## src/rtl/okvt_pkg.sv

```systemverilog
// shared types and codes for the ordered key/value table
// operation and status codes, word field widths, core control struct
// no dependencies
package okvt_pkg;

   localparam int KEY_W = 32;
   localparam int VAL_W = 32;
   localparam int OP_W  = 3;
   localparam int ST_W  = 3;

   typedef enum logic [OP_W-1:0] {
      OP_INSERT  = 3'd0,
      OP_LOOKUP  = 3'd1,
      OP_REMOVE  = 3'd2,
      OP_REWIND  = 3'd3,
      OP_ADVANCE = 3'd4
   } okvt_op_type;

   typedef enum logic [ST_W-1:0] {
      ST_INSERTED  = 3'd0,
      ST_UPDATED   = 3'd1,
      ST_FOUND     = 3'd2,
      ST_NOT_FOUND = 3'd3,
      ST_REMOVED   = 3'd4,
      ST_FULL      = 3'd5,
      ST_DONE      = 3'd6
   } okvt_stat_type;

   // core to top: handshake and result flags
   typedef struct packed {
      logic          ready;
      logic          done;
      okvt_stat_type status;
      logic          cursor_valid;
   } okvt_ctl_type;

endpackage

```

## src/rtl/okvt_core.sv

```systemverilog
// sequencer and entry store of the ordered key/value table
// scans, shifts and cursor updates over a single-port-read entry memory
// depends on okvt_pkg
module okvt_core #(
   parameter int CAPACITY = 16
) (
   input  logic                                clock,
   input  logic                                reset,
   input  logic                                start,
   input  okvt_pkg::okvt_op_type               op,
   input  logic [okvt_pkg::KEY_W-1:0]          key,
   input  logic [okvt_pkg::VAL_W-1:0]          value,
   input  logic                                take,
   output okvt_pkg::okvt_ctl_type              ctl,
   output logic [okvt_pkg::VAL_W-1:0]          value_out,
   output logic [$clog2(CAPACITY+1)-1:0]       entry_count,
   output logic [okvt_pkg::KEY_W-1:0]          cursor_key,
   output logic [okvt_pkg::VAL_W-1:0]          cursor_value
);

   localparam int AW    = $clog2(CAPACITY);
   localparam int CW    = $clog2(CAPACITY+1);
   localparam int WORDW = okvt_pkg::KEY_W + okvt_pkg::VAL_W;
   localparam logic [CW-1:0] CAP_C = CW'(CAPACITY);

   typedef enum logic [3:0] {
      S_IDLE,
      S_SCAN_RD,
      S_SCAN_CMP,
      S_INS_RD,
      S_INS_WR,
      S_RM_RD,
      S_RM_WR,
      S_FETCH,
      S_OUT
   } state_type;

   state_type               state_ff, state_in;
   okvt_pkg::okvt_op_type   op_ff, op_in;
   logic [okvt_pkg::KEY_W-1:0] key_ff, key_in;
   logic [okvt_pkg::VAL_W-1:0] val_ff, val_in;
   logic [okvt_pkg::VAL_W-1:0] vout_ff, vout_in;
   okvt_pkg::okvt_stat_type stat_ff, stat_in;
   logic [CW-1:0]           count_ff, count_in;
   logic [CW-1:0]           cursor_ff, cursor_in;
   logic [CW-1:0]           idx_ff, idx_in;

   logic [WORDW-1:0]        mem [CAPACITY];
   logic [WORDW-1:0]        rd_data_ff;
   logic [AW-1:0]           rd_addr;
   logic                    wr_en;
   logic [AW-1:0]           wr_addr;
   logic [WORDW-1:0]        wr_data;

   logic [okvt_pkg::KEY_W-1:0] rd_key;
   logic [okvt_pkg::VAL_W-1:0] rd_val;
   logic [CW-1:0]           idx_nxt, idx_prv, cursor_inc, cur_dec, count_dec;
   logic                    cursor_on;

   // entry word: key in the low half, value in the high half
   assign rd_key     = rd_data_ff[okvt_pkg::KEY_W-1:0];
   assign rd_val     = rd_data_ff[WORDW-1:okvt_pkg::KEY_W];
   assign idx_nxt    = idx_ff + 1'b1;
   assign idx_prv    = idx_ff - 1'b1;
   assign cursor_inc = cursor_ff + 1'b1;
   assign count_dec  = count_ff - 1'b1;
   assign cursor_on  = (cursor_ff < count_ff);
   assign cur_dec    = (cursor_ff > idx_ff) ? cursor_ff - 1'b1 : cursor_ff;

   always_comb begin
      state_in  = state_ff;
      op_in     = op_ff;
      key_in    = key_ff;
      val_in    = val_ff;
      vout_in   = vout_ff;
      stat_in   = stat_ff;
      count_in  = count_ff;
      cursor_in = cursor_ff;
      idx_in    = idx_ff;
      rd_addr   = cursor_ff[AW-1:0];
      wr_en     = 1'b0;
      wr_addr   = idx_ff[AW-1:0];
      wr_data   = {val_ff, key_ff};
      unique case (state_ff)
         S_IDLE: begin
            if (start) begin
               op_in   = op;
               key_in  = key;
               val_in  = value;
               vout_in = '0;
               stat_in = okvt_pkg::ST_DONE;
               idx_in  = '0;
               case (op) inside
                  okvt_pkg::OP_INSERT, okvt_pkg::OP_LOOKUP, okvt_pkg::OP_REMOVE: begin
                     state_in = S_SCAN_RD;
                  end
                  okvt_pkg::OP_REWIND: begin
                     cursor_in = (count_ff != '0) ? '0 : CAP_C;
                     state_in  = S_FETCH;
                  end
                  okvt_pkg::OP_ADVANCE: begin
                     if (cursor_on) begin
                        cursor_in = (cursor_inc >= count_ff) ? CAP_C : cursor_inc;
                     end
                     state_in = S_FETCH;
                  end
                  default: begin
                     state_in = S_FETCH;
                  end
               endcase
            end
         end
         S_SCAN_RD: begin
            if (idx_ff == count_ff) begin
               // key absent
               if (op_ff == okvt_pkg::OP_INSERT) begin
                  if (count_ff == CAP_C) begin
                     stat_in  = okvt_pkg::ST_FULL;
                     state_in = S_FETCH;
                  end else begin
                     idx_in   = count_ff;
                     state_in = S_INS_RD;
                  end
               end else begin
                  stat_in  = okvt_pkg::ST_NOT_FOUND;
                  state_in = S_FETCH;
               end
            end else begin
               rd_addr  = idx_ff[AW-1:0];
               state_in = S_SCAN_CMP;
            end
         end
         S_SCAN_CMP: begin
            if (rd_key == key_ff) begin
               case (op_ff)
                  okvt_pkg::OP_INSERT: begin
                     wr_en    = 1'b1;
                     stat_in  = okvt_pkg::ST_UPDATED;
                     state_in = S_FETCH;
                  end
                  okvt_pkg::OP_LOOKUP: begin
                     vout_in  = rd_val;
                     stat_in  = okvt_pkg::ST_FOUND;
                     state_in = S_FETCH;
                  end
                  default: begin
                     // remove: the cursor follows its entry, or moves to the next one
                     if (cursor_on) begin
                        cursor_in = (cur_dec >= count_dec) ? CAP_C : cur_dec;
                     end
                     stat_in  = okvt_pkg::ST_REMOVED;
                     state_in = S_RM_RD;
                  end
               endcase
            end else begin
               idx_in   = idx_nxt;
               state_in = S_SCAN_RD;
            end
         end
         S_INS_RD: begin
            if (idx_ff == '0) begin
               wr_en = 1'b1;
               if (cursor_on) begin
                  cursor_in = cursor_inc;
               end
               count_in = count_ff + 1'b1;
               stat_in  = okvt_pkg::ST_INSERTED;
               state_in = S_FETCH;
            end else begin
               rd_addr  = idx_prv[AW-1:0];
               state_in = S_INS_WR;
            end
         end
         S_INS_WR: begin
            wr_en    = 1'b1;
            wr_data  = rd_data_ff;
            idx_in   = idx_prv;
            state_in = S_INS_RD;
         end
         S_RM_RD: begin
            if (idx_nxt >= count_ff) begin
               count_in = count_dec;
               state_in = S_FETCH;
            end else begin
               rd_addr  = idx_nxt[AW-1:0];
               state_in = S_RM_WR;
            end
         end
         S_RM_WR: begin
            wr_en    = 1'b1;
            wr_data  = rd_data_ff;
            idx_in   = idx_nxt;
            state_in = S_RM_RD;
         end
         S_FETCH: begin
            state_in = S_OUT;
         end
         S_OUT: begin
            if (take) begin
               state_in = S_IDLE;
            end
         end
         default: begin
            state_in = S_IDLE;
         end
      endcase
   end

   always_ff @(posedge clock) begin
      if (reset) begin
         state_ff  <= S_IDLE;
         count_ff  <= '0;
         cursor_ff <= CAP_C;
      end else begin
         state_ff  <= state_in;
         count_ff  <= count_in;
         cursor_ff <= cursor_in;
      end
      op_ff   <= op_in;
      key_ff  <= key_in;
      val_ff  <= val_in;
      vout_ff <= vout_in;
      stat_ff <= stat_in;
      idx_ff  <= idx_in;
   end

   // entry store, one write and one registered read per cycle
   always_ff @(posedge clock) begin
      if (wr_en) begin
         mem[wr_addr] <= wr_data;
      end
      rd_data_ff <= mem[rd_addr];
   end

   assign ctl.ready        = (state_ff == S_IDLE);
   assign ctl.done         = (state_ff == S_OUT);
   assign ctl.status       = stat_ff;
   assign ctl.cursor_valid = cursor_on;
   assign value_out        = vout_ff;
   assign entry_count      = count_ff;
   assign cursor_key       = cursor_on ? rd_key : '0;
   assign cursor_value     = cursor_on ? rd_val : '0;

   a_count_bound : assert property (@(posedge clock) disable iff (reset)
      count_ff <= CAP_C)
      else $error("entry count above capacity");

   a_cursor_range : assert property (@(posedge clock) disable iff (reset)
      (cursor_ff < count_ff) || (cursor_ff == CAP_C))
      else $error("cursor neither on an entry nor at end");

   a_start_leaves_idle : assert property (@(posedge clock) disable iff (reset)
      (state_ff == S_IDLE && start) |=> (state_ff != S_IDLE))
      else $error("accepted word did not start the sequencer");

   a_result_holds : assert property (@(posedge clock) disable iff (reset)
      (state_ff == S_OUT && !take) |=>
         (state_ff == S_OUT && $stable(count_ff) && $stable(cursor_ff) &&
          $stable(cursor_key) && $stable(cursor_value)))
      else $error("pending result changed before it was taken");

endmodule

```

## src/rtl/ordered_key_value_table_top.sv

```systemverilog
// lookup, update and remove first scan the entries from slot 0 for the key; cursor ops only fetch
// remove then shifts the later entries forward one slot; an insert of a new key scans, then
// shifts the entries back one slot at a time and writes the new entry into slot 0
// one word in flight; the core returns to idle after each result is taken
// results wait in an output register, so the next word is taken while one is pending
// reset: synchronous, active high; table empty, cursor at end, no result pending
module ordered_key_value_table_top #(
   parameter int CAPACITY = 16
) (
   input  logic                                       clock,
   input  logic                                       reset,
   // request channel
   input  logic                                       req_tvalid,
   output logic                                       req_tready,
   // [31:0] key, [63:32] value
   input  logic [63:0]                                req_tdata,
   // [2:0] op
   input  logic [okvt_pkg::OP_W-1:0]                  req_tuser,
   // response channel
   output logic                                       rsp_tvalid,
   input  logic                                       rsp_tready,
   // [31:0] value_out, then entry_count, cursor_key, cursor_value, zero pad to bytes
   output logic [((96+$clog2(CAPACITY+1)+7)/8)*8-1:0] rsp_tdata,
   // [2:0] status, [3] cursor_valid
   output logic [3:0]                                 rsp_tuser
);

   localparam int CW    = $clog2(CAPACITY+1);
   localparam int RSP_W = ((96+CW+7)/8)*8;

   okvt_pkg::okvt_ctl_type     ctl;
   logic                       start;
   logic                       take;
   logic [okvt_pkg::VAL_W-1:0] value_out;
   logic [CW-1:0]              entry_count;
   logic [okvt_pkg::KEY_W-1:0] cursor_key;
   logic [okvt_pkg::VAL_W-1:0] cursor_value;

   logic                       rsp_valid_ff;
   logic [RSP_W-1:0]           rsp_data_ff;
   logic [3:0]                 rsp_user_ff;

   // word accepted only while the sequencer is idle
   assign req_tready = ctl.ready;
   assign start      = req_tvalid && ctl.ready;

   // finished result moves to the output register once that is free
   assign take = ctl.done && (!rsp_valid_ff || rsp_tready);

   okvt_core #(
      .CAPACITY (CAPACITY)
   ) u_core (
      .clock        (clock),
      .reset        (reset),
      .start        (start),
      .op           (okvt_pkg::okvt_op_type'(req_tuser)),
      .key          (req_tdata[31:0]),
      .value        (req_tdata[63:32]),
      .take         (take),
      .ctl          (ctl),
      .value_out    (value_out),
      .entry_count  (entry_count),
      .cursor_key   (cursor_key),
      .cursor_value (cursor_value)
   );

   // output register: valid is control, payload loads on take
   always_ff @(posedge clock) begin
      if (reset) begin
         rsp_valid_ff <= 1'b0;
      end else if (take) begin
         rsp_valid_ff <= 1'b1;
      end else if (rsp_tready) begin
         rsp_valid_ff <= 1'b0;
      end
      if (take) begin
         rsp_data_ff <= RSP_W'({cursor_value, cursor_key, entry_count, value_out});
         rsp_user_ff <= {ctl.cursor_valid, ctl.status};
      end
   end

   assign rsp_tvalid = rsp_valid_ff;
   assign rsp_tdata  = rsp_data_ff;
   assign rsp_tuser  = rsp_user_ff;

endmodule
```

## config.mk

```make
export PLATFORM = sky130hd
export DESIGN_NAME = ordered_key_value_table_top
export DESIGN_NICKNAME = d
export VERILOG_FILES = /design/src/rtl/okvt_pkg.sv /design/src/rtl/okvt_core.sv /design/src/rtl/ordered_key_value_table_top.sv
export SDC_FILE = /design/constraint.sdc
export NUM_CORES = 2
export LEC_CHECK = 0
export CAP_MARGIN = 20
export CELL_PAD_IN_SITES_DETAIL_PLACEMENT = 1
export CELL_PAD_IN_SITES_GLOBAL_PLACEMENT = 2
export CORE_MARGIN = 10
export CORE_UTILIZATION = 35
export CTS_CLUSTER_SIZE = 28
export DETAILED_ROUTE_END_ITERATION = 7
export DONT_BUFFER_PORTS = 1
export GPL_TIMING_DRIVEN = 0
export PLACE_DENSITY_LB_ADDON = 0.1
export REMOVE_ABC_BUFFERS = 1
export SLEW_MARGIN = 10
export SYNTH_ARGS = -nofsm -noshare
export SYNTH_HDL_FRONTEND = slang
export SYNTH_HIERARCHICAL = 1
export SYNTH_SLANG_ARGS = --single-unit
```

## constraint.sdc

```tcl
create_clock -name clock -period 6.9 [get_ports clock]
set_input_delay 0.345 -clock clock [delete_from_list [all_inputs] [get_ports clock]]
set_output_delay 0.345 -clock clock [all_outputs]
set_load 0.02 [all_outputs]
```

==> run metrics <==
CP arrival 6.15 ns; sequential area share after synthesis 0.764; Pwr Density 432 nW/um2; required time worst endpoint 7.59 ns; Tmin final 5.46 ns; number of global-route vias before repair 27500; clk root buf clkbuf_16; IO Port Bufs 0; Post-CTS Setup Inserts 0; clock sinks 1315; CTS tree yes; H-tree levels 4; warnings from Yosys 6; drt wl/cell 29.2 um; largest net degree at the start of global routing 55; remaining antenna violation count after routing 0; setup_tns 0 ns; Hold Vio Cnt, Final 0; core area 144000 um2; initial antenna violation count 8; number of synthesized flops with an enable pin 1236; worst hold margin 0.144 ns; WS Path Type flip-flop to flip-flop; Cells after DPL 4471; Row Count 139; via/cell ratio 5.24; syn avg cell area 19.7 um2; Tcrit/Tclk final 0.792; Vias 25300; fin nets 2893; full die area 160000 um2; clk_skew 0.0239 ns; Tot GR Track Use 0.173; diode count 0; #FFs+latches synth 1315; Clock transition at path regs 0.06 ns; cells after synthesis 2566; top_reg_cell synth edfxtp_1; Initial Util 0.353; crit end category flip-flop; Final Cell Area 61200 um2; post_cts resized 0; GR Overflow Total 0; dpl cell area 55700 um2; outcome complete, no violations; drc violations 0; Max Cap Viol 0; routability cong. 0.725; Tightest Hold Check Type primary input to flip-flop; fmax 183 MHz; Worst R2R Setup Slack 1.44 ns; share of layout cells above drive strength 1 0.224; hpwl dp 91900 um; drt pass-1 iters 5; final WL 141000 um; RSZ-0062 raised after global routing no; CTS Buf Count 149; global-route wire length before repair 202000 um; worst skew pair latency 0.78 ns; Netlist cell types 69; final setup vio count 0; die extent in y 400 um; Non-Filler Instances 4818; CP Launch Type flip-flop; # IOs 181; VDD IR max 0.212 mV; Synth Cell Area 50700 um2; Async SR Flop Fraction 0; Max Transition Viols Final 0; P&R area growth vs syn 20.8%; clk buf depth 3; critical path peak fanout 37; Die W 400 um; drt first-iter violations 2048; leakage 20.8 nW; Slew Limit Headroom 0.317; Slew @ Worst Pin 1.02 ns
-- cell type report --
cell class / instances / area [um2]
clock buffer: 221 / 4310
clock inverter: 56 / 477
fill: 13400 / 82400
inverter: 26 / 100
multi-input combinational: 1083 / 11300
sequential: 1315 / 38700
tap: 1903 / 2380
timing repair buffer: 214 / 3990
-- registers in the layout (all words and copies together), names as in the netlist --
register            cells
rsp_tdata             101
rsp_tuser               4
rsp_tvalid              1
u_core/cursor_ff        5
u_core/entry_count      5
u_core/idx_ff           5
u_core/key_ff          32
u_core/mem           1024
u_core/op_ff            3
u_core/rd_data_ff      64
u_core/stat_ff          3
u_core/state_ff         4
u_core/val_ff          32
u_core/value_out       32
-- synth_stat cells, types with 11 or more instances --
cell type | instances | area (um2)
o21ai_1 | 63 | 315
and3_1 | 70 | 438
xor2_1 | 40 | 350
a221o_1 | 64 | 641
a21oi_1 | 19 | 95.1
xnor2_1 | 15 | 131
buf_4 | 36 | 270
ha_1 | 33 | 413
buf_6 | 13 | 146
a31oi_1 | 11 | 68.8
inv_1 | 26 | 97.6
mux2i_1 | 132 | 1320
nand2_1 | 29 | 109
a22oi_1 | 65 | 488
clkbuf_1 | 61 | 229
nor3_1 | 11 | 55.1
mux2_2 | 64 | 721
o21ai_0 | 19 | 95.1
nor2_1 | 114 | 428
edfxtp_1 | 1236 | 37100
and2_1 | 36 | 225
dfxtp_1 | 79 | 1580
buf_2 | 32 | 160
mux4_2 | 193 | 4350
-- repair_timing --
item,CTS,global route
endpoints found under the hold margin,84,0
hold buffers,70,0
endpoints found under the setup margin,0,0
-- layer usage --
| layer | track usage | up-vias | part of all wire |
|---|---|---|---|
| met1 | 0.239 | 13600 | 0.46 |
| met3 | 0.0298 | 152 | 0.040 |
| met5 | 0 | - | 0 |
| met4 | 0.0424 | 0 | 0.018 |
| li1 | - | 10900 | - |
| met2 | 0.283 | 567 | 0.48 |
-- report_power, final --
part	internal [mW]	switching [mW]
Combinational	3.31	4.21
Clock	4.54	3.14
Sequential	10.4	0.762
Total	18.3	8.12
-- placed cells by master (no fill, tap or decap), types with 15 or more instances in the layout --
cell type and instances:
edfxtp_1 1236, mux4_2 193, clkbuf_16 154, mux2i_1 132
nor2_1 97, dfxtp_1 79, buf_16 72, dlygate4sd3_1 70
and3_1 69, a22oi_1 65, mux2_2 64, a221o_1 63
o21ai_1 63, buf_12 60, clkbuf_1 47, xor2_1 40
and2_1 36, ha_1 33, nand2_1 28, inv_1 25
clkinv_1 22, clkbuf_8 20, a21oi_1 19, nor2_4 19
o21ai_0 18, clkinv_2 17, xnor2_1 15
-- worst max-delay path: stages (launching register included) --
cell      delay, ns
edfxtp_1       0.62
ha_1           0.36
nor2b_1        0.16
or2_2          0.36
ha_1           0.33
a21o_1         0.16
a31oi_1        0.27
o21ba_4        0.23
nand4_4        0.14
a221o_4        0.63
buf_16         0.27
buf_16         0.24
buf_12         0.21
and2_4         0.39
buf_16         0.33
a221o_1        0.37
o21ai_1        0.19
-- final timing paths --
| check | start | end | cells past startpoint |
|---|---|---|---|
| worst max register to register | u_core/idx_ff[0] | u_core/rd_data_ff[17] | 16 |
| worst max-delay path | u_core/idx_ff[0] | u_core/rd_data_ff[17] | 16 |
| worst min register to register | u_core/value_out[30] | rsp_tdata[30] | 0 |
| worst min-delay path | req_tvalid | u_core/state_ff[3] | 3 |
-- cells by family (layout without fill, tap and decap cells) --
logic type,after synthesis,in the layout,share of synthesized area
compound gates,285,285,0.0410
xor+xnor,55,55,0.00951
fa+ha+maj,33,33,0.00815
buf+inv,170,517,0.0180
flops,1315,1315,0.764
mux,389,389,0.126
other cells,1,3,0.0000740
simple gates,318,318,0.0334
-- stage by stage --
| step | power (mW) | util | worst slack, ns |
|---|---|---|---|
| after CTS | 26.9 | 0.426 | 1.38 |
| after global routing | 27.8 | 0.426 | 1.18 |
| after global placement | 18.3 | 0.364 | -18.40 |
| after floorplan | 16.3 | - | -4.88 |
| after detailed placement | 19.0 | 0.388 | 1.42 |
| final | 26.4 | 0.426 | 1.44 |
Note: power is estimated with default switching activity, not from simulation.
